$ cat src/alignment_conservation_symbol_unit_macros.svh
// Assertion macros shared by the conservation symbol unit modules.
`ifndef ALIGNMENT_CONSERVATION_SYMBOL_UNIT_MACROS_SVH
`define ALIGNMENT_CONSERVATION_SYMBOL_UNIT_MACROS_SVH

// Property that holds at every clock edge out of reset.
`define ACS_ASSERT_HOLDS(label, expr, msg) \
    label: assert property (@(posedge clk) disable iff (!rst_n) (expr)) else $error(msg);

// Same-cycle implication.
`define ACS_ASSERT_IMPLY(label, ante, cons, msg) \
    label: assert property (@(posedge clk) disable iff (!rst_n) (ante) |-> (cons)) \
        else $error(msg);

// Next-cycle implication.
`define ACS_ASSERT_NEXT(label, ante, cons, msg) \
    label: assert property (@(posedge clk) disable iff (!rst_n) (ante) |=> (cons)) \
        else $error(msg);

`endif

$ cat src/acs_pkg.sv
// Shared types, constants and helper functions of the conservation symbol unit.
package acs_pkg;

    localparam int ALPHABET_SIZE = 256;
    localparam int HIST_IDX_W    = $clog2(ALPHABET_SIZE);
    localparam int LETTER_W      = 8;
    localparam int COUNT_W       = 11;
    localparam int APB_ADDR_W    = 4;
    localparam int APB_DATA_W    = 32;

    localparam logic [COUNT_W-1:0] COUNT_MAX = '1;

    // Register indexes (byte address / 4)
    localparam logic [1:0] REG_TWO_SEQ = 2'd0;
    localparam logic [1:0] REG_WILD_A  = 2'd1;
    localparam logic [1:0] REG_WILD_B  = 2'd2;

    // Conservation symbol codes
    localparam logic [1:0] SYM_BLANK = 2'd0;
    localparam logic [1:0] SYM_STAR  = 2'd1;
    localparam logic [1:0] SYM_COLON = 2'd2;
    localparam logic [1:0] SYM_DOT   = 2'd3;

    // Characters
    localparam logic [LETTER_W-1:0] CHAR_DASH    = 8'h2D;
    localparam logic [LETTER_W-1:0] CHAR_DOT     = 8'h2E;
    localparam logic [LETTER_W-1:0] CHAR_LOW_A   = 8'h61;
    localparam logic [LETTER_W-1:0] CHAR_LOW_Z   = 8'h7A;
    localparam logic [LETTER_W-1:0] CASE_OFFSET  = 8'h20;
    localparam logic [LETTER_W-1:0] WILD_A_RESET = 8'h58;
    localparam logic [LETTER_W-1:0] WILD_B_RESET = 8'h4E;

    typedef struct packed {
        logic                two_seq;
        logic [LETTER_W-1:0] wild_a;
        logic [LETTER_W-1:0] wild_b;
    } acs_cfg_t;

    typedef struct packed {
        logic [1:0]         symbol;
        logic [COUNT_W-1:0] counted;
        logic [COUNT_W-1:0] top;
    } acs_result_t;

    function automatic logic [LETTER_W-1:0] upcase(input logic [LETTER_W-1:0] c);
        logic [LETTER_W-1:0] r;
        r = c;
        if (c >= CHAR_LOW_A && c <= CHAR_LOW_Z)
            r = c - CASE_OFFSET;
        return r;
    endfunction

    function automatic logic is_gap(input logic [LETTER_W-1:0] c);
        return (c == CHAR_DASH) || (c == CHAR_DOT);
    endfunction

    // Clustal-style thresholds as integer cross-multiplications
    function automatic logic [1:0] general_symbol(input logic [COUNT_W-1:0] top,
                                                  input logic [COUNT_W-1:0] count);
        logic [COUNT_W+1:0] top4;
        logic [COUNT_W+1:0] top2;
        logic [COUNT_W+1:0] cnt3;
        logic [COUNT_W+1:0] cnt1;
        logic [1:0]         sym;
        top4 = {top, 2'b00};
        top2 = {1'b0, top, 1'b0};
        cnt1 = {2'b00, count};
        cnt3 = cnt1 + {1'b0, count, 1'b0};
        if (count < COUNT_W'(2))
            sym = SYM_BLANK;
        else if (top == count)
            sym = SYM_STAR;
        else if (top4 >= cnt3)
            sym = SYM_COLON;
        else if (top2 >= cnt1 && count > COUNT_W'(2))
            sym = SYM_DOT;
        else
            sym = SYM_BLANK;
        return sym;
    endfunction

    function automatic logic [1:0] pair_symbol(input logic [LETTER_W-1:0] a,
                                               input logic [LETTER_W-1:0] b);
        logic [1:0] sym;
        sym = SYM_BLANK;
        if (!is_gap(a) && !is_gap(b) && upcase(a) == upcase(b))
            sym = SYM_STAR;
        return sym;
    endfunction

endpackage

$ cat src/acs_cfg_regs.sv
// APB configuration registers: pair mode and the two wildcard letters.
module acs_cfg_regs (
    input  logic                               clk,
    input  logic                               rst_n,
    input  logic                               psel,
    input  logic                               penable,
    input  logic                               pwrite,
    input  logic [acs_pkg::APB_ADDR_W-1:0]     paddr,
    input  logic [acs_pkg::APB_DATA_W-1:0]     pwdata,
    output logic [acs_pkg::APB_DATA_W-1:0]     prdata,
    output logic                               pready,
    output acs_pkg::acs_cfg_t                  cfg
);

    logic                            two_seq_reg;
    logic [acs_pkg::LETTER_W-1:0]    wild_a_reg;
    logic [acs_pkg::LETTER_W-1:0]    wild_b_reg;
    logic                            wr_en;
    logic [1:0]                      reg_idx;

    assign pready  = 1'b1;
    assign reg_idx = paddr[3:2];
    assign wr_en   = psel && penable && pwrite && pready;

    // Register writes in the access phase
    always_ff @(posedge clk or negedge rst_n)
    begin
        if (!rst_n)
        begin
            two_seq_reg <= 1'b0;
            wild_a_reg  <= acs_pkg::WILD_A_RESET;
            wild_b_reg  <= acs_pkg::WILD_B_RESET;
        end
        else if (wr_en)
        begin
            case (reg_idx)
                acs_pkg::REG_TWO_SEQ: two_seq_reg <= pwdata[0];
                acs_pkg::REG_WILD_A:  wild_a_reg  <= pwdata[acs_pkg::LETTER_W-1:0];
                acs_pkg::REG_WILD_B:  wild_b_reg  <= pwdata[acs_pkg::LETTER_W-1:0];
                default:              ;
            endcase
        end
    end

    // Read mux
    always_comb
    begin
        prdata = '0;
        case (reg_idx)
            acs_pkg::REG_TWO_SEQ: prdata = acs_pkg::APB_DATA_W'(two_seq_reg);
            acs_pkg::REG_WILD_A:  prdata = acs_pkg::APB_DATA_W'(wild_a_reg);
            acs_pkg::REG_WILD_B:  prdata = acs_pkg::APB_DATA_W'(wild_b_reg);
            default:              prdata = '0;
        endcase
    end

    assign cfg.two_seq = two_seq_reg;
    assign cfg.wild_a  = wild_a_reg;
    assign cfg.wild_b  = wild_b_reg;

endmodule

$ cat src/acs_column.sv
// Column datapath: histogram memory read-modify-write, column counters, symbol.
`include "alignment_conservation_symbol_unit_macros.svh"

module acs_column (
    input  logic                             clk,
    input  logic                             rst_n,
    input  acs_pkg::acs_cfg_t                cfg,
    input  logic                             accept,
    input  logic [acs_pkg::LETTER_W-1:0]     letter,
    input  logic                             last_in_column,
    output logic                             push,
    output acs_pkg::acs_result_t             push_data,
    output logic                             stage_last
);

    localparam int IW = acs_pkg::HIST_IDX_W;
    localparam int CW = acs_pkg::COUNT_W;

    // Histogram store; entries are qualified by per-column valid bits
    logic [CW-1:0]                    hist_mem [acs_pkg::ALPHABET_SIZE];
    logic [CW-1:0]                    rd_data_reg;
    logic [acs_pkg::ALPHABET_SIZE-1:0] hist_valid_reg;

    // Stage register
    logic                             s1_valid_reg;
    logic [acs_pkg::LETTER_W-1:0]     s1_letter_reg;
    logic                             s1_last_reg;

    // Write-to-read forwarding
    logic                             wr_recent_reg;
    logic [IW-1:0]                    wr_idx_reg;
    logic [CW-1:0]                    wr_val_reg;

    // Column state
    logic [CW-1:0]                    count_reg;
    logic [CW-1:0]                    largest_reg;
    logic [acs_pkg::LETTER_W-1:0]     first_letter_reg;
    logic                             awaiting_reg;

    logic [acs_pkg::LETTER_W-1:0]     in_up;
    logic [IW-1:0]                    in_idx;
    logic [acs_pkg::LETTER_W-1:0]     s1_up;
    logic [IW-1:0]                    s1_idx;
    logic                             s1_counts;
    logic [CW-1:0]                    n_old;
    logic [CW-1:0]                    n_new;
    logic [CW-1:0]                    largest_new;
    logic [CW-1:0]                    count_new;
    logic                             hist_we;
    logic [1:0]                       sym;

    assign in_up  = acs_pkg::upcase(letter);
    assign in_idx = in_up[IW-1:0];

    // Histogram memory: read on accept, write from the stage
    always_ff @(posedge clk)
    begin
        if (accept)
            rd_data_reg <= hist_mem[in_idx];
        if (hist_we)
            hist_mem[s1_idx] <= n_new;
    end

    // Stage evaluation
    always_comb
    begin
        s1_up     = acs_pkg::upcase(s1_letter_reg);
        s1_idx    = s1_up[IW-1:0];
        s1_counts = !acs_pkg::is_gap(s1_letter_reg) && (s1_up != cfg.wild_a)
                    && (s1_up != cfg.wild_b)
                    && ({1'b0, s1_up} < 9'(acs_pkg::ALPHABET_SIZE));

        // Previous item's write lands at the same edge as this item's read
        if (wr_recent_reg && wr_idx_reg == s1_idx)
            n_old = wr_val_reg;
        else if (hist_valid_reg[s1_idx])
            n_old = rd_data_reg;
        else
            n_old = '0;

        n_new = (n_old == acs_pkg::COUNT_MAX) ? n_old : n_old + CW'(1);

        largest_new = largest_reg;
        count_new   = count_reg;
        if (s1_counts)
        begin
            if (n_new > largest_reg)
                largest_new = n_new;
            if (count_reg != acs_pkg::COUNT_MAX)
                count_new = count_reg + CW'(1);
        end

        hist_we = s1_valid_reg && s1_counts && !s1_last_reg;

        if (cfg.two_seq)
            sym = awaiting_reg ? acs_pkg::pair_symbol(first_letter_reg, s1_letter_reg)
                               : acs_pkg::SYM_BLANK;
        else
            sym = acs_pkg::general_symbol(largest_new, count_new);
    end

    assign push              = s1_valid_reg && s1_last_reg;
    assign stage_last        = push;
    assign push_data.symbol  = sym;
    assign push_data.counted = count_new;
    assign push_data.top     = largest_new;

    // Stage payload and forwarding data
    always_ff @(posedge clk)
    begin
        if (accept)
        begin
            s1_letter_reg <= letter;
            s1_last_reg   <= last_in_column;
        end
        wr_idx_reg <= s1_idx;
        wr_val_reg <= n_new;
    end

    // Control and column state
    always_ff @(posedge clk or negedge rst_n)
    begin
        if (!rst_n)
        begin
            s1_valid_reg     <= 1'b0;
            wr_recent_reg    <= 1'b0;
            hist_valid_reg   <= '0;
            count_reg        <= '0;
            largest_reg      <= '0;
            first_letter_reg <= '0;
            awaiting_reg     <= 1'b0;
        end
        else
        begin
            s1_valid_reg  <= accept;
            wr_recent_reg <= hist_we;
            if (s1_valid_reg)
            begin
                if (s1_last_reg)
                begin
                    // Column end: everything back to empty
                    hist_valid_reg   <= '0;
                    count_reg        <= '0;
                    largest_reg      <= '0;
                    first_letter_reg <= '0;
                    awaiting_reg     <= 1'b0;
                end
                else
                begin
                    count_reg   <= count_new;
                    largest_reg <= largest_new;
                    if (!awaiting_reg)
                    begin
                        first_letter_reg <= s1_letter_reg;
                        awaiting_reg     <= 1'b1;
                    end
                    if (hist_we)
                        hist_valid_reg[s1_idx] <= 1'b1;
                end
            end
        end
    end

    `ACS_ASSERT_HOLDS(a_top_le_count, largest_reg <= count_reg, "top count above letter count")
    `ACS_ASSERT_NEXT(a_column_cleared, s1_valid_reg && s1_last_reg, count_reg == '0 && largest_reg == '0 && !awaiting_reg && hist_valid_reg == '0, "column state not cleared")
    `ACS_ASSERT_IMPLY(a_empty_column, !awaiting_reg, count_reg == '0, "letters counted before first letter held")
    `ACS_ASSERT_IMPLY(a_forward_source, wr_recent_reg, $past(s1_valid_reg) && !$past(s1_last_reg), "forwarded write without a counted stage item")

endmodule

$ cat src/acs_out_queue.sv
// Two-entry result queue that decouples the column stage from the consumer.
`include "alignment_conservation_symbol_unit_macros.svh"

module acs_out_queue (
    input  logic                  clk,
    input  logic                  rst_n,
    input  logic                  push,
    input  acs_pkg::acs_result_t  push_data,
    input  logic                  stage_last,
    input  logic                  out_stall,
    output logic                  out_valid,
    output acs_pkg::acs_result_t  out_data,
    output logic                  in_stall
);

    acs_pkg::acs_result_t head_reg;
    acs_pkg::acs_result_t tail_reg;
    acs_pkg::acs_result_t head_next;
    acs_pkg::acs_result_t tail_next;
    logic [1:0]           count_reg;
    logic [1:0]           count_next;
    logic                 pop;
    logic [2:0]           occupancy;

    assign out_valid = (count_reg != 2'd0);
    assign out_data  = head_reg;
    assign pop       = out_valid && !out_stall;

    // Hold input when the item in the stage plus a new one might not fit
    assign occupancy = 3'(count_reg) + 3'(stage_last) - 3'(pop);
    assign in_stall  = (occupancy > 3'd1);

    // Queue update
    always_comb
    begin
        head_next  = head_reg;
        tail_next  = tail_reg;
        count_next = count_reg + 2'(push) - 2'(pop);
        if (pop)
        begin
            if (count_reg == 2'd2)
            begin
                head_next = tail_reg;
                if (push)
                    tail_next = push_data;
            end
            else if (push)
                head_next = push_data;
        end
        else if (push)
        begin
            if (count_reg == 2'd0)
                head_next = push_data;
            else
                tail_next = push_data;
        end
    end

    always_ff @(posedge clk)
    begin
        head_reg <= head_next;
        tail_reg <= tail_next;
    end

    always_ff @(posedge clk or negedge rst_n)
    begin
        if (!rst_n)
            count_reg <= 2'd0;
        else
            count_reg <= count_next;
    end

    `ACS_ASSERT_HOLDS(a_count_bound, count_reg <= 2'd2, "result queue over capacity")
    `ACS_ASSERT_IMPLY(a_push_room, push, count_reg != 2'd2 || pop, "push into full result queue")
    `ACS_ASSERT_IMPLY(a_stall_when_full, count_reg == 2'd2 && !pop, in_stall, "input taken while queue full")

endmodule

$ cat src/alignment_conservation_symbol_unit.sv
// Top level of the alignment column conservation symbol unit.
// Letters of one alignment column enter one per cycle on the letter channel, the final
// letter flagged by last_in_column; the unit sustains one letter every cycle while not
// stalled, and the column's result (symbol, counted letters, top count) passes through
// the stage register and the result queue register before it is valid on the result
// channel. Each letter does one read-modify-write of a 256-entry histogram memory
// (read registered at accept, written from the stage in the following cycle, with
// forwarding between neighbors); per-entry valid bits clear together at column end, so
// no clearing pass is needed and a new column may follow at once. A two-entry result
// queue lets letters keep flowing while a result waits; the letter channel stalls only
// when the queue cannot take the next result. The user must write configuration
// through the APB port only while no column is in progress; nothing enforces it.
module alignment_conservation_symbol_unit (
    input  logic                               clk,
    input  logic                               rst_n,
    // APB configuration
    input  logic                               psel,
    input  logic                               penable,
    input  logic                               pwrite,
    input  logic [acs_pkg::APB_ADDR_W-1:0]     paddr,
    input  logic [acs_pkg::APB_DATA_W-1:0]     pwdata,
    output logic [acs_pkg::APB_DATA_W-1:0]     prdata,
    output logic                               pready,
    // Letter channel
    input  logic                               letter_valid,
    output logic                               letter_stall,
    input  logic [acs_pkg::LETTER_W-1:0]       letter,
    input  logic                               last_in_column,
    // Result channel
    output logic                               result_valid,
    input  logic                               result_stall,
    output logic [1:0]                         symbol,
    output logic [acs_pkg::COUNT_W-1:0]        counted_letters,
    output logic [acs_pkg::COUNT_W-1:0]        top_count
);

    acs_pkg::acs_cfg_t    cfg;
    acs_pkg::acs_result_t push_data;
    acs_pkg::acs_result_t out_data;
    logic                 push;
    logic                 stage_last;
    logic                 accept;

    assign accept = letter_valid && !letter_stall;

    // Configuration registers
    acs_cfg_regs u_cfg (
        .clk     (clk),
        .rst_n   (rst_n),
        .psel    (psel),
        .penable (penable),
        .pwrite  (pwrite),
        .paddr   (paddr),
        .pwdata  (pwdata),
        .prdata  (prdata),
        .pready  (pready),
        .cfg     (cfg)
    );

    // Histogram and column logic
    acs_column u_column (
        .clk            (clk),
        .rst_n          (rst_n),
        .cfg            (cfg),
        .accept         (accept),
        .letter         (letter),
        .last_in_column (last_in_column),
        .push           (push),
        .push_data      (push_data),
        .stage_last     (stage_last)
    );

    // Result queue
    acs_out_queue u_queue (
        .clk        (clk),
        .rst_n      (rst_n),
        .push       (push),
        .push_data  (push_data),
        .stage_last (stage_last),
        .out_stall  (result_stall),
        .out_valid  (result_valid),
        .out_data   (out_data),
        .in_stall   (letter_stall)
    );

    assign symbol          = out_data.symbol;
    assign counted_letters = out_data.counted;
    assign top_count       = out_data.top;

endmodule
$ cat config.mk
export PLATFORM = sky130hd
export DESIGN_NAME = alignment_conservation_symbol_unit
export DESIGN_NICKNAME = d
export VERILOG_FILES = /design/src/acs_pkg.sv /design/src/acs_cfg_regs.sv /design/src/acs_column.sv /design/src/acs_out_queue.sv /design/src/alignment_conservation_symbol_unit.sv
export VERILOG_INCLUDE_DIRS = /design/src /design/src/src
export SDC_FILE = /design/constraint.sdc
export NUM_CORES = 2
export LEC_CHECK = 0
export BUFFER_PORTS_ARGS = -buffer_cell sky130_fd_sc_hd__buf_2
export CORE_MARGIN = 4
export CORE_UTILIZATION = 50
export CTS_CLUSTER_DIAMETER = 40
export CTS_CLUSTER_SIZE = 12
export DETAILED_ROUTE_END_ITERATION = 16
export PLACE_DENSITY_LB_ADDON = 0.15
export SETUP_SLACK_MARGIN = 0.2
export SYNTH_ARGS = -nofsm -noshare
export SYNTH_HDL_FRONTEND = slang
export SYNTH_SLANG_ARGS = --single-unit
$ cat constraint.sdc
create_clock -name clk -period 39.9 [get_ports clk]
set_clock_uncertainty 0.05 [all_clocks]
set_input_delay 9.975 -clock clk [delete_from_list [all_inputs] [get_ports clk]]
set_output_delay 9.975 -clock clk [all_outputs]
set_load 0.05 [all_outputs]
-- Word-level counts from Yosys, hierarchy flattened
Memories as Yosys holds them, arrays and structs flattened. A register that Yosys moved wholly into a read port is not among the register bits.
Index checks and enable logic that the tools add are counted.
- equal/unequal tests: 17
- add/subtract/negate cells: 10
- mux-type cells: 42
- magnitude comparators: 14
- bitwise operators: 1
- reduce and logical (&&, ||, !) cells: 38
- operators by type and width (cell ; number):
    two-way mux 256 bit ; 2
    OR 256 bit ; 1
    two-way mux 24 bit ; 9
    two-way mux 11 bit ; 9
    two-way mux 8 bit ; 7
    == test 8 x 6 -> 1 bit, second input constant ; 4
    >= comparator 8 x 7 -> 1 bit, second input constant ; 3
    less-or-equal comparator 8 x 7 -> 1 bit, second input constant ; 3
    case mux 8 bit (3 select lines) ; 1
    subtractor 8 x 6 -> 8 bit, second input constant ; 3
    adder 11 x 1 -> 11 bit, second input constant ; 2
    logical AND 1 bit ; 17
    == test 8 bit ; 2
    inequality test 8 bit ; 2
    adder 11 x 12 -> 13 bit ; 1
    >= comparator 13 bit ; 1
    >= comparator 12 x 11 -> 1 bit ; 1
    == test 11 bit ; 1
    == test 11 bit, second input constant ; 1
    greater-than comparator 11 bit ; 1
    greater-than comparator 11 x 2 -> 1 bit, second input constant ; 1
    < comparator 11 x 2 -> 1 bit, second input constant ; 1
    inequality test 11 bit, second input constant ; 1
    two-way mux 2 bit ; 5
    other kinds (20) ; 43
- output and inout bits: 59
- memories kept: 1
- bits of input ports: 52
- memory bits (writable): 2816
- word-level logic and storage cells: 144
- register bits after elaboration: 384
- memories (name ; depth ; bits a word ; rd ports ; clocked after Yosys merged registers in ; write ports ; RTL line ; RTL):
    u_column.hist_mem ; 256 ; 11 ; 1 ; 1 ; 1 ; acs_column.sv:20 ; logic [CW-1:0] hist_mem [acs_pkg::ALPHABET_SIZE];

-- Longest topological paths before layout
- depth in word-level cells: 22
- gate-level depth with buffers: 47
- depth with buffers taken out: 42

-- Modules after synthesis
A second synthesis with hierarchy kept.
- cells, all modules: 5936
- area total of the unflattened synthesis: 127061.9 um^2
- modules (own cells, without submodules) (module ; cells each ; sequential area each (um^2) ; area an instance (um^2) ; times used):
    acs_column ; 5759 ; 92774.0 ; 124045.2 ; 1
    acs_out_queue ; 96 ; 1491.4 ; 2020.7 ; 1
    acs_cfg_regs ; 80 ; 434.2 ; 982.2 ; 1
    alignment_conservation_symbol_unit ; 1 ; 0.0 ; 13.8 ; 1

-- Worst setup path after synthesis
Ideal clock, no wire load.
- path kind: input -> output
- start: input result_stall
- end: output letter_stall
- required time: 29.875 ns
- buffers on the path: 0
- cell stages on the path: 8
- arrival time: 11.385 ns
- setup slack: 18.490 ns
- cell sequence: nor2_1 > ha_1 > inv_1 > ha_1 > inv_1 > fa_1 > xnor2_1 > nand2_1
- word-level cells in the longest chain between the ends: 4
- ends and longest elaborated chain (element ; RTL line ; RTL):
    from (decl) ; alignment_conservation_symbol_unit.sv:31 ; input logic result_stall,
    zero test 1 bit ; acs_out_queue.sv:27 ; assign pop = out_valid && !out_stall;
    logical AND 1 bit ; acs_out_queue.sv:27 ;
    subtractor 3 x 1 -> 3 bit ; acs_out_queue.sv:30 ; assign occupancy = 3'(count_reg) + 3'(stage_last) - 3'(pop);
    greater-than comparator 3 x 1 -> 1 bit ; acs_out_queue.sv:31 ; assign in_stall = (occupancy > 3'd1);
    to (decl) ; alignment_conservation_symbol_unit.sv:26 ; output logic letter_stall,
Every way passes these cells.

-- Final worst setup path
Ends and elaborated chain as after synthesis.

==> Flow_metrics.wiki <==
{| class="wikitable"
! Metric !! Value
|-
| Outcome || complete, no violations
|-
| Path depth of the worst reg2reg path || 41
|-
| Die Y || 512 um
|-
| CTS resizes || 0
|-
| Kind of cell adding the most delay to the critical path || adder cells
|-
| Gp weighted congestion || 0.831
|-
| ANT nets after route || 0
|-
| Crit path cell chain || buf_2, nor2_1, ha_1, inv_1, ha_1, inv_1, fa_1, xnor2_1, nand2_1, buf_2
|-
| Number of nets in the finished design || 6854
|-
| Internal cell power || 7420 uW
|-
| Cell Area, Synth || 127000 um^2
|-
| Largest register FFs || 2816
|-
| TritonCTS Buffers || 445
|-
| Final period demand of the worst path || 21.58 ns
|-
| Setup violators final || 0
|-
| Internal reg-to-reg setup slack || 28.39 ns
|-
| Placed wire-length estimate after detailed placement || 180 mm
|-
| Worst-Skew Late Latency || 0.99 ns
|-
| Crit path required time || 29.87 ns
|-
| Worst hold slack || 0.433 ns
|-
| Crit path buf inv count || 4
|-
| Max-cap violations || 0
|-
| Yosys reg bits || 3211
|-
| Worst min path class || reg2reg
|-
| Global-route usage over all layers || 23.6%
|-
| Number of unique standard cell types used by synthesis || 92
|-
| Stages on the worst setup path || 10
|-
| Total cell area at the placement stage || 133000 um^2
|-
| Number of synthesized flops with an enable pin || 2884
|-
| Min-Delay Endpoint || u_column.hist_valid_reg[46]
|-
| Worst-path cell with the longest stage delay || sky130_fd_sc_hd__fa_1
|-
| Global-route wire length before repair || 451 mm
|-
| Site Rows || 184
|-
| Tot Pwr || 10200 uW
|-
| Launch point of the worst reg-to-reg path || u_column.s1_letter_reg[0]
|-
| Mapped Avg Cell Area || 21.1 um^2
|-
| RR Endpoint || u_queue.out_data[23]
|-
| Number of buffers on the longest clock path || 4
|-
| Net switching power figure || 2820 uW
|-
| Detailed Route WL || 308 mm
|-
| Fin Setup TNS || 0 ns
|-
| Most common cell after layout, fill and taps aside || sky130_fd_sc_hd__edfxtp_1
|-
| Count of clock tree sinks || 3211
|-
| Hold-fix buffer count after cts || 0
|-
| Switching share of total power || 27.5%
|-
| Number of cells produced by synthesis || 6028
|-
| Number of top-level pins || 111
|-
| Headroom to the max-slew limit || 12.9%
|-
| Clock network fraction of total power || 38.6%
|-
| Width of the die || 512 um
|-
| CTS H-tree lvls || 5
|-
| Register clock-pin slew on the reported worst setup and hold paths || 0.05 ns
|-
| Sequential Power Share || 44.5%
|-
| Peak fanout along the critical path || 5
|-
| Proportion of register bits with asynchronous set or reset after synthesis || 9.59%
|-
| I/O Buffers || 59
|-
| Area growth syn-to-layout || 17.0%
|-
| Number of warnings printed during yosys synthesis || 0
|-
| Postcts setup bufs || 0
|-
| Sort of element at the end of the critical path || primary output
|-
| Total power divided by cell area || 69.0 nW/um^2
|-
| Grt ovf || 0
|-
| Total vias in the final route || 62800
|-
| Measured slew at the worst slew-check pin || 1.30 ns
|-
| Combinational power share || 16.8%
|-
| Critical path class || in2out
|-
| Post-DR vias/cell || 6.01
|-
| Commonest non-fill, non-tap cells in the layout || sky130_fd_sc_hd__edfxtp_1 (2884), sky130_fd_sc_hd__mux4_2 (984), sky130_fd_sc_hd__nor2_1 (535), sky130_fd_sc_hd__clkbuf_16 (452), sky130_fd_sc_hd__conb_1 (333)
|-
| Arrival time of data at the critical path endpoint || 11.55 ns
|-
| Fraction of final layout cells sized beyond drive strength 1 || 30.3%
|-
| RSZ-0062 raised after global routing || no
|-
| Summed area of non-filler cells in the final layout || 149000 um^2
|-
| Antenna violations before repair || 15
|-
| Vias in the first global route || 64000
|-
| Sequential-to-total area share from yosys stat || 74.6%
|-
| Maximum operating frequency || 46.3 MHz
|-
| Max Slew Vio Count || 0
|-
| Clock root buffer master || sky130_fd_sc_hd__clkbuf_16
|-
| Leakage Power || 0.0507 uW
|-
| Worst Min Path Start || u_column.hist_valid_reg[46]
|-
| Floorplan Core Area || 252000 um^2
|-
| Fin crit share || 54.1%
|-
| Endpoints failing hold || 0
|-
| Maximum number of pins on one net before global-route repair || 257
|-
| Leading register cell type out of synthesis || sky130_fd_sc_hd__edfxtp_1
|-
| Worst hold stages || 1
|-
| Initial core utilization || 50.4%
|-
| Routed len/inst || 29.5 um
|-
| TritonCTS clock tree || built
|-
| Maximum vdd drop || 0.135 mV
|-
| Startpoint types || input port
|-
| Drt pass-1 iters || 6
|-
| Delay of the slowest cell on the worst path || 0.40 ns
|-
| Final routed DRC violation total || 0
|-
| Total die area || 262000 um^2
|-
| First-iteration detailed-routing DRC count || 7016
|}
cells in the mapped netlist (all sizes together), types with 6 or more instances:
master	n	share of area [%]
nand4	22	0.12
nand3	32	0.13
a221oi	6	0.041
nor2	606	1.8
o2bb2ai	8	0.055
a22o	22	0.15
a21o	10	0.059
and2	38	0.19
o2111ai	6	0.055
a22oi	14	0.087
dfrtp	301	5.9
o22ai	16	0.079
edfxtp	2884	68
buf	128	0.50
o21a	82	0.49
nand2b	7	0.035
xor2	17	0.12
dfstp	7	0.14
nor4	12	0.091
a31oi	7	0.046
xnor2	46	0.32
nor3	13	0.051
mux2i	24	0.19
a32o	6	0.057
o31ai	8	0.055
dfxtp	19	0.30
mux4	984	17
clkbuf	219	0.65
inv	70	0.21
o21ai	44	0.18
nand2	87	0.26
ha	62	0.61
o21bai	7	0.041
a211oi	9	0.053
mux2	28	0.25
a21oi	67	0.27
nor2b	25	0.12
and3	13	0.064
per-layer routing:
metal  part of all wire (%)  GRT usage, %  vias to the layer above  wire length, um
met4                    3.1          7.43                        0             9450
met1                     42          34.7                    33700           130000
met3                    7.9          4.87                      515            24400
met5                      0             0                        -                0
met2                     47          36.1                     2520           145000
li1                       -             -                    26000                -
layout make-up:
cell class / count / area [um^2]
multi-input cells: 2730 / 32200
fillers: 18100 / 103000
flip-flops and latches: 3211 / 94700
inverters: 71 / 279
clock inverters: 291 / 3450
diodes: 3 / 7.51
clock buffers: 511 / 11600
well taps: 3348 / 4190
repair buffers: 279 / 2150
kinds of logic after synthesis:
kind of cell	synth area share, %
multiplexers	17.9
adder cells (fa/ha/maj)	0.643
AO/OA/AOI/OAI	2.05
flip-flops	74.6
other	0.00592
AND/OR/NAND/NOR	2.99
XOR/XNOR	0.441
buffers and inverters	1.36
stage by stage:
| step | std cells | util, % | worst slack [ns] |
|---|---|---|---|
| 2_1_floorplan | 6359 | - | 18.49 |
| 3_3_place_gp | 9639 | 53.0 | 18.26 |
| 3_5_place_dp | 9639 | 53.0 | 18.31 |
| 4_1_cts | 10400 | 59.0 | 18.31 |
| 5_1_grt | 10400 | 59.0 | 18.21 |
| 6_report | 10400 | 59.0 | 18.32 |
power by group through the flow:
stage / logic (uW) / registers [uW] / clock network, uW
after floorplan: 985 / 4830 / 0
after global placement: 1660 / 4610 / 0
after detailed placement: 1730 / 4630 / 0
after CTS: 1740 / 4560 / 4020
after global routing: 1870 / 4580 / 4180
final: 1720 / 4560 / 3960
worst reg2reg max path, delay by kind of cell, from the launching register on:
| kind | cells | cell delay [ns] |
|---|---|---|
| compound gates | 20 | 5.42 |
| simple gates | 13 | 3.19 |
| buf+inv | 5 | 1.14 |
| fa+ha+maj | 3 | 1.03 |
| flops | 1 | 0.41 |
how the worst max path moves through the flow:
stage                       startpoint      endpoint  slack [ns]
after floorplan           result_stall  letter_stall       18.49
after global placement    result_stall  letter_stall       18.26
final                     result_stall  letter_stall       18.32
after global routing      result_stall  letter_stall       18.21
after CTS                 result_stall  letter_stall       18.31
after detailed placement  result_stall  letter_stall       18.31
(Power assumes the default switching activity.)
